<file path="src/sv/pcu_pkg.sv">
package pcu_pkg;

    localparam int NUM_LANES = 4;
    localparam int CH_W      = 8;
    localparam int FACTOR_W  = 17;
    localparam int MAG_W     = 24;
    localparam int PIX_W     = NUM_LANES * CH_W;

    localparam logic [2:0] MODE_COPY  = 3'd0;
    localparam logic [2:0] MODE_KEY   = 3'd1;
    localparam logic [2:0] MODE_TEST  = 3'd2;
    localparam logic [2:0] MODE_BLEND = 3'd3;
    localparam logic [2:0] MODE_CONST = 3'd4;

    localparam logic [1:0] REG_MODE   = 2'd0;
    localparam logic [1:0] REG_KEY    = 2'd1;
    localparam logic [1:0] REG_THRESH = 2'd2;
    localparam logic [1:0] REG_SCALE  = 2'd3;

    localparam logic [8:0] SCALE_ONE  = 9'd256;

    typedef logic [CH_W-1:0] chan_t;

    // per-pixel operation resolved from the mode and the tests
    typedef enum logic [1:0]
    {
        OP_KEEP  = 2'd0,
        OP_PASS  = 2'd1,
        OP_BLEND = 2'd2,
        OP_CONST = 2'd3
    } op_t;

    typedef struct packed
    {
        logic en_b;
        logic en_c;
    } lane_ctl_t;

endpackage

</file>
<file path="src/sv/pcu_lane.sv">
module pcu_lane
(
    input  logic                          clk,
    input  pcu_pkg::chan_t                src,
    input  pcu_pkg::chan_t                dst,
    input  logic [pcu_pkg::FACTOR_W-1:0]  factor,
    input  pcu_pkg::op_t                  op_b,
    input  pcu_pkg::lane_ctl_t            ctl,
    output pcu_pkg::chan_t                color
);
    import pcu_pkg::*;

    logic             neg;
    chan_t            diff_mag;
    logic [MAG_W-1:0] mag_next;
    logic [MAG_W-1:0] mag_reg;
    logic             neg_reg;
    chan_t            src_reg;
    chan_t            dst_reg;
    logic [15:0]      coarse;
    logic [15:0]      rnd;
    chan_t            quot;
    chan_t            color_next;
    chan_t            color_reg;

    assign neg      = (src < dst);
    assign diff_mag = neg ? (dst - src) : (src - dst);
    assign mag_next = MAG_W'(diff_mag) * MAG_W'(factor);

    always_ff @(posedge clk)
    begin
        if (ctl.en_b)
        begin
            mag_reg <= mag_next;
            neg_reg <= neg;
            src_reg <= src;
            dst_reg <= dst;
        end
    end

    // divide by 65280: drop 8 bits, then divide by 255 as (a + 1 + a/256) / 256
    assign coarse = mag_reg[MAG_W-1:8];
    assign rnd    = coarse + 16'd1 + {8'd0, coarse[15:8]};

    always_comb
    begin
        unique case (op_b)
            OP_BLEND: quot = rnd[15:8];
            OP_CONST: quot = mag_reg[15:8];
            default:  quot = '0;
        endcase
    end

    always_comb
    begin
        unique case (op_b)
            OP_KEEP:  color_next = dst_reg;
            OP_PASS:  color_next = src_reg;
            OP_BLEND,
            OP_CONST: color_next = neg_reg ? (dst_reg - quot) : (dst_reg + quot);
        endcase
    end

    always_ff @(posedge clk)
    begin
        if (ctl.en_c)
        begin
            color_reg <= color_next;
        end
    end

    assign color = color_reg;

endmodule

</file>
<file path="src/sv/pcu_merge.sv">
module pcu_merge
(
    input  logic                        clk,
    input  logic                        rst_n,
    input  pcu_pkg::chan_t              lane_color [pcu_pkg::NUM_LANES],
    input  logic                        we,
    input  logic                        valid,
    output logic                        ready,
    output logic                        m_axis_tvalid,
    input  logic                        m_axis_tready,
    output logic [pcu_pkg::PIX_W-1:0]   m_axis_tdata,
    output logic                        m_axis_tuser
);
    import pcu_pkg::*;

    logic [PIX_W-1:0] data_next;
    logic [PIX_W-1:0] data_reg;
    logic             we_reg;
    logic             valid_reg;

    assign ready = !valid_reg || m_axis_tready;

    always_comb
    begin
        for (int c = 0; c < NUM_LANES; c++)
        begin
            data_next[c*CH_W +: CH_W] = lane_color[c];
        end
    end

    always_ff @(posedge clk or negedge rst_n)
    begin
        if (!rst_n)
        begin
            valid_reg <= 1'b0;
        end
        else if (ready)
        begin
            valid_reg <= valid;
        end
    end

    always_ff @(posedge clk)
    begin
        if (ready && valid)
        begin
            data_reg <= data_next;
            we_reg   <= we;
        end
    end

    assign m_axis_tvalid = valid_reg;
    assign m_axis_tdata  = data_reg;
    assign m_axis_tuser  = we_reg;

endmodule

</file>
<file path="src/sv/pixel_compositing_unit_top.sv">
// pixel compositing stage of a blitter
//
// input stream s_axis: one transfer carries a source pixel and the destination
// pixel under it, RGBA, 8 bits per channel. output stream m_axis: one transfer
// per input, the colour to write in tdata and the write enable in tuser.
// cfg port: mode, key colour, alpha threshold and alpha scale, written while
// the stream is idle. mode selects copy, colour key, alpha test, alpha blend
// or constant alpha.
//
// path: a pixel in the input register passes the multiply stage, the divide and
// select stage and the output register to m_axis. throughput: one pixel per
// clock unless m_axis stalls; the four channels run in parallel lanes.
// back-pressure: each stage moves on when the stage after it is empty or
// moving, so input is still taken while a result waits, until all four
// stages are full.
// reset: pipeline empties, mode is copy, key and threshold are zero and the
// scale is 256 (full weight).
module pixel_compositing_unit_top
(
    input  logic                        clk,
    input  logic                        rst_n,
    input  logic                        s_axis_tvalid,
    output logic                        s_axis_tready,
    // src_red, src_green, src_blue, src_alpha, dst_red, dst_green, dst_blue, dst_alpha
    input  logic [2*pcu_pkg::PIX_W-1:0] s_axis_tdata,
    output logic                        m_axis_tvalid,
    input  logic                        m_axis_tready,
    // out_red, out_green, out_blue, out_alpha
    output logic [pcu_pkg::PIX_W-1:0]   m_axis_tdata,
    // write_enable
    output logic                        m_axis_tuser,
    input  logic                        cfg_we,
    input  logic [1:0]                  cfg_index,
    input  logic [31:0]                 cfg_data
);
    import pcu_pkg::*;

    logic [2:0]          mode_reg;
    logic [PIX_W-1:0]    key_reg;
    chan_t               thresh_reg;
    logic [8:0]          scale_reg;

    logic [8:0]          scale_eff;
    chan_t               src_alpha;
    op_t                 op_next;
    logic [FACTOR_W-1:0] factor_next;

    chan_t               src_a_reg [NUM_LANES];
    chan_t               dst_a_reg [NUM_LANES];
    logic [FACTOR_W-1:0] factor_a_reg;
    op_t                 op_a_reg;
    op_t                 op_b_reg;
    op_t                 op_c_reg;
    logic                valid_a_reg;
    logic                valid_b_reg;
    logic                valid_c_reg;

    logic                en_a;
    logic                en_b;
    logic                en_c;
    logic                merge_ready;
    lane_ctl_t           lane_ctl;
    chan_t               lane_color [NUM_LANES];

    always_ff @(posedge clk or negedge rst_n)
    begin
        if (!rst_n)
        begin
            mode_reg   <= MODE_COPY;
            key_reg    <= '0;
            thresh_reg <= '0;
            scale_reg  <= SCALE_ONE;
        end
        else if (cfg_we)
        begin
            unique case (cfg_index)
                REG_MODE:   mode_reg   <= cfg_data[2:0];
                REG_KEY:    key_reg    <= cfg_data[PIX_W-1:0];
                REG_THRESH: thresh_reg <= cfg_data[CH_W-1:0];
                REG_SCALE:  scale_reg  <= cfg_data[8:0];
            endcase
        end
    end

    // scales above one act as one
    assign scale_eff = scale_reg[8] ? SCALE_ONE : scale_reg;
    assign src_alpha = s_axis_tdata[3*CH_W +: CH_W];

    always_comb
    begin
        op_next     = OP_KEEP;
        factor_next = '0;
        unique case (mode_reg)
            MODE_COPY:
                op_next = OP_PASS;
            MODE_KEY:
                op_next = (s_axis_tdata[PIX_W-1:0] != key_reg) ? OP_PASS : OP_KEEP;
            MODE_TEST:
                op_next = (src_alpha > thresh_reg) ? OP_PASS : OP_KEEP;
            MODE_BLEND:
            begin
                op_next     = OP_BLEND;
                factor_next = FACTOR_W'(src_alpha) * FACTOR_W'(scale_eff);
            end
            MODE_CONST:
            begin
                op_next     = OP_CONST;
                factor_next = FACTOR_W'(scale_eff);
            end
            default:
                op_next = OP_KEEP;
        endcase
    end

    // stage enables: a stage loads when it is empty or its content moves on
    assign en_c          = !valid_c_reg || merge_ready;
    assign en_b          = !valid_b_reg || en_c;
    assign en_a          = !valid_a_reg || en_b;
    assign s_axis_tready = en_a;

    always_ff @(posedge clk or negedge rst_n)
    begin
        if (!rst_n)
        begin
            valid_a_reg <= 1'b0;
            valid_b_reg <= 1'b0;
            valid_c_reg <= 1'b0;
        end
        else
        begin
            if (en_a)
            begin
                valid_a_reg <= s_axis_tvalid;
            end
            if (en_b)
            begin
                valid_b_reg <= valid_a_reg;
            end
            if (en_c)
            begin
                valid_c_reg <= valid_b_reg;
            end
        end
    end

    always_ff @(posedge clk)
    begin
        if (en_a)
        begin
            for (int c = 0; c < NUM_LANES; c++)
            begin
                src_a_reg[c] <= s_axis_tdata[c*CH_W +: CH_W];
                dst_a_reg[c] <= s_axis_tdata[PIX_W + c*CH_W +: CH_W];
            end
            factor_a_reg <= factor_next;
            op_a_reg     <= op_next;
        end
        if (en_b)
        begin
            op_b_reg <= op_a_reg;
        end
        if (en_c)
        begin
            op_c_reg <= op_b_reg;
        end
    end

    assign lane_ctl.en_b = en_b;
    assign lane_ctl.en_c = en_c;

    for (genvar g = 0; g < NUM_LANES; g++)
    begin : g_lane
        pcu_lane u_lane
        (
            .clk    (clk),
            .src    (src_a_reg[g]),
            .dst    (dst_a_reg[g]),
            .factor (factor_a_reg),
            .op_b   (op_b_reg),
            .ctl    (lane_ctl),
            .color  (lane_color[g])
        );
    end

    pcu_merge u_merge
    (
        .clk           (clk),
        .rst_n         (rst_n),
        .lane_color    (lane_color),
        .we            (op_c_reg != OP_KEEP),
        .valid         (valid_c_reg),
        .ready         (merge_ready),
        .m_axis_tvalid (m_axis_tvalid),
        .m_axis_tready (m_axis_tready),
        .m_axis_tdata  (m_axis_tdata),
        .m_axis_tuser  (m_axis_tuser)
    );

endmodule

</file>
<file path="config.mk">
export PLATFORM = sky130hd
export DESIGN_NAME = pixel_compositing_unit_top
export DESIGN_NICKNAME = d
export VERILOG_FILES = /design/src/sv/pcu_pkg.sv /design/src/sv/pcu_lane.sv /design/src/sv/pcu_merge.sv /design/src/sv/pixel_compositing_unit_top.sv
export SDC_FILE = /design/constraint.sdc
export NUM_CORES = 2
export LEC_CHECK = 0
export BUFFER_PORTS_ARGS = -buffer_cell sky130_fd_sc_hd__buf_2
export CELL_PAD_IN_SITES_DETAIL_PLACEMENT = 0
export CELL_PAD_IN_SITES_GLOBAL_PLACEMENT = 2
export CORE_ASPECT_RATIO = 1.4
export CORE_MARGIN = 1
export CORE_UTILIZATION = 43
export CTS_CLUSTER_DIAMETER = 60
export DETAILED_ROUTE_END_ITERATION = 7
export MAX_ROUTING_LAYER = met4
export PLACE_DENSITY_LB_ADDON = 0.08
export SLEW_MARGIN = 20
export SYNTH_ARGS = -nofsm -noshare
export SYNTH_HDL_FRONTEND = slang
export SYNTH_HIERARCHICAL = 1
export SYNTH_SLANG_ARGS = --single-unit
</file>
<file path="constraint.sdc">
create_clock -name clk -period 9.4 [get_ports clk]
set_clock_uncertainty 0.05 [all_clocks]
set_input_delay 2.82 -clock clk [delete_from_list [all_inputs] [get_ports clk]]
set_output_delay 2.82 -clock clk [all_outputs]
set_load 0.005 [all_outputs]
</file>
==> impl.org <==
** STA
- Static timing analysis puts the maximum clock frequency at between 100 and 150 MHz.
- Final setup violating endpoints :: 0
- Fin. max-slew vios :: 0
- Setup repair after global routing left no endpoint under its margin.
- Crit path time final :: roughly 7600 ps
- The worst path uses 81.2% of the clock period.
- Slew of the pin with the lowest slew margin :: a little over 1000 ps
- The final hold violation count was 0.
- The worst pin sits at a relative slew slack of a little under a third.
- Adding up every negative setup slack in the final design gives 0 ps.

** Drt
- The final route contains ~26000 vias.
- Routed len/inst :: a little over 20 um
- DRC viols :: 0
- Drt first pass iters :: 5
- Wires add up to 100 mm.
- Per-cell via count in the routed design :: 5.34
- Number of violations reported at the end of detailed-routing iteration 0 :: 1233
- The detail route stage leaves a number of antenna-violating nets equal to 0.

** Pwr
- Summed over all cells, the static leakage comes to between 15 and 20 nW.
- The worst-case IR drop observed on VDD is 0.000187 V.
- The internal power of the cells totals ~0.0067 W.
- Pwr dens :: 317 nW/um2
- Of the total power, the share spent switching nets is 47.3%.
- In this run, flip-flops and latches consume 20.7% of the power.
- Combinational Power Share :: between 60% and 70%
- The clock network accounts for between 10% and 20% of the total power.
- Reported net switching power :: around 0.006 W

** Clock tree
- The clock passes through at most 3 buffers.
- At the later pin of the worst-skew pair, clock insertion delay measures 590 ps.
- Clock buffer count from CTS :: 40
- Clock transition at the register clock pins on the worst setup and hold paths after CTS :: 60 ps
- TritonCTS built the clock tree.
- Root cell of the clock tree :: clkbuf_16
- Hold-fix buffers, CTS :: 0
- Clk sinks :: 340
- CTS-repair resized insts :: 0
- Max H-tree Level :: 2
- Post-CTS repair timing setup buffer count :: 0

** Floorplan
- From left edge to right edge, the die measures 249 um.
- Number of I/O pins :: between 100 and 150
- The die covers approximately 87000 um2.
- The total area inside the core boundary comes to ~85000 um2.
- Die extent in y :: 348 um
- The floorplan has 126 rows.
- Initial cell density of the core :: 43.5%

** Critical path
- Source of the worst register-to-register timing path :: src_a_reg[3][0]
- Counting both buffers and inverters, the worst setup path holds a total of 5.
- The worst register-to-register path ends at g_lane[3].u_lane/mag_reg[22].
- Slowest Stage Delay on Critical Path :: about 730 ps
- Nature of the critical path endpoint :: flip-flop
- STA puts the critical path data arrival time at 7910 ps.
- Register-to-Register Path Depth :: 29
- Standard cell with the maximum stage delay on the critical path :: xor2_1
- The critical path is of the reg -> reg type.
- In this run the register-to-register setup slack is 1760 ps.
- Among cell families on the critical path, the largest total delay comes from adder cells.
- Of all nets on the critical path, the largest fanout is 8.
- STA puts the critical path data required time at between 9000 and 10000 ps.
- The worst setup path is launched from a flip-flop.

** Yosys
- Synthesized area :: 36800 um2
- Top post-synthesis cells by area :: edfxtp_1, fa_1, ha_1, and2_1, inv_1
- In this run the mean area of a mapped cell was 10.3 um2.
- Counting flops and latches in the post-synthesis netlist gives 340.
- By count the netlist is led by inv_1, and2_1, fa_1.
- Counting flops with an async set or reset pin after synthesis yields a share of between 10% and 20%.
- Most frequent cell after synthesis :: inv_1
- The most used flip-flop cell after synthesis is edfxtp_1.
- Count of flip-flops with a built-in enable after synthesis :: 284
- The number of nets in the synthesized netlist is 4395.
- Of all cell types, the one taking the most synthesized area is edfxtp_1.
- The netlist uses slightly above 100 different library cells.
- After synthesis, the largest area contributor takes up 23.2% of total cell area.
- Synthesized instance count :: 3561
- Sequential element share of the synthesized area :: 27.0%
- The Yosys step of the flow raised 6 warnings.

** Placed design
- During placement, the flow inserted port buffers numbering 137.
- After legalization and detailed placement, the total HPWL measured 77.8 mm.
- Number of instances in the placed design :: 4767
- The congestion estimate from routability-driven global placement came to 0.889.

** Global route
- Maximum number of pins on one net before global-route repair :: 62
- Across every metal layer, demand over resource in global routing totals between 20% and 30%.
- Total overflow reported by the global router :: 0
- The first global-routing pass estimated around 160 mm of wire.
- The via count of the first global-routing pass is about 28000.
- The number of antenna violations at the first check in global routing is 3.

** Finish
- Of the cells placed in the final design, the portion with a size suffix greater than 1 is 10.5%.
- For this run, the number of standard cells in the final layout without fillers is 4841.
- Signed area change from the synthesized netlist to the final layout :: 9.23%
- Final net count :: 4555
- Number of flip-flops in the largest register :: 64

** Min path
- Counting instances, the worst hold path has a depth of 0.
- Beginning of the worst hold path :: g_lane[1].u_lane/color[1]
- The path class of the tightest hold or removal check is reg -> reg.
- Sink of the worst hold path :: u_merge/m_axis_tdata[9]

** Job
- Number of maximum-capacitance violations :: 0

** Status
- The run finished with clean final reports.
[layout by cell type, fill, tap and decap left out, types with 8 or more instances in the layout]
| master | Yosys | final |
|---|---|---|
| nor4_1 | 8 | 8 |
| a22oi_1 | 10 | 10 |
| xor2_1 | 43 | 43 |
| a211o_1 | 8 | 8 |
| xnor2_1 | 136 | 134 |
| nor2b_1 | 88 | 88 |
| ha_1 | 325 | 325 |
| nand2b_1 | 30 | 29 |
| a21o_1 | 50 | 50 |
| mux2i_1 | 31 | 31 |
| o21ai_0 | 84 | 84 |
| nand2_1 | 179 | 179 |
| buf_2 | 13 | 137 |
| a31oi_1 | 17 | 17 |
| o211ai_1 | 25 | 25 |
| edfxtp_1 | 284 | 284 |
| a211oi_1 | 23 | 23 |
| clkbuf_16 | 0 | 41 |
| inv_1 | 583 | 583 |
| and3_1 | 16 | 16 |
| nand4_1 | 16 | 16 |
| nand3_1 | 47 | 47 |
| nor3_1 | 33 | 33 |
| fa_1 | 406 | 406 |
| o22ai_1 | 11 | 11 |
| o21a_1 | 22 | 22 |
| and2_1 | 453 | 453 |
| a21oi_1 | 131 | 131 |
| nor2_1 | 95 | 95 |
| mux2_2 | 58 | 58 |
| and2_2 | 10 | 10 |
| and4_1 | 11 | 11 |
| dfrtp_1 | 55 | 55 |
| a21boi_0 | 11 | 11 |
| o21ai_1 | 11 | 11 |
| buf_4 | 1 | 55 |
[metal layers]
| layer | GRT usage [%] | up-vias | part of all wire, % |
|---|---|---|---|
| li1 | - | 12100 | - |
| met1 | 29.4 | 13100 | 43 |
| met2 | 43.0 | 488 | 51 |
| met3 | 2.30 | 147 | 3.5 |
| met4 | 7.31 | 0 | 2.9 |
| met5 | - | - | 0 |
[cell families after synthesis]
| kind of cell | count (synthesis) | synth area share (%) |
|---|---|---|
| flops | 340 | 27.0 |
| fa+ha+maj | 731 | 33.2 |
| mux | 93 | 2.75 |
| simple gates | 1033 | 15.8 |
| compound gates | 522 | 9.92 |
| xor+xnor | 183 | 4.48 |
| buf+inv | 659 | 6.82 |
[worst max path at each step]
stage / endpoint / depth (start not counted) / slack (ps) / from
6_report: g_lane[3].u_lane/mag_reg[22] / 29 / 1760 / src_a_reg[3][0]
4_1_cts: g_lane[3].u_lane/mag_reg[22] / 28 / 1630 / src_a_reg[3][0]
2_1_floorplan: s_axis_tready / 2 / 1150 / m_axis_tready
5_1_grt: g_lane[3].u_lane/mag_reg[23] / 27 / 1230 / src_a_reg[3][0]
3_3_place_gp: g_lane[3].u_lane/mag_reg[22] / 28 / 1790 / src_a_reg[3][0]
3_5_place_dp: g_lane[3].u_lane/mag_reg[22] / 28 / 1650 / src_a_reg[3][0]
[stage by stage]
stage / power (W) / utilization (%) / hold WS, ps / instance area, um2 / worst slack, ps
floorplan: 0.00900 / - / 350 / 36800 / 1150
global placement: 0.0112 / 46.1 / 351 / 38900 / 1790
detailed placement: 0.0113 / 46.1 / 355 / 38900 / 1650
CTS: 0.0129 / 47.5 / 364 / 40100 / 1630
global route: 0.0141 / 47.5 / 373 / 40100 / 1230
finish: 0.0127 / 47.5 / 368 / 40200 / 1760
[power by group through the flow]
stage | registers, W | logic (W) | clock network [W]
CTS | 0.00264 | 0.00874 | 0.00153
detailed placement | 0.00267 | 0.00868 | 0
floorplan | 0.00262 | 0.00638 | 0
global route | 0.00269 | 0.00985 | 0.00158
global placement | 0.00266 | 0.00855 | 0
finish | 0.00264 | 0.00861 | 0.00147
[area by class of cell]
type                            count  area (um2)
Fill cell                        7913       44300
Multi-Input combinational cell   2562       24300
Sequential cell                   340        9930
Inverter                          585        2200
Tap cell                         1088        1360
Timing Repair Buffer              192        1100
Clock buffer                       49        1090
Clock inverter                     21         133
Antenna cell                        4        10.0
No activity file was read; power rests on OpenSTA's default activity.
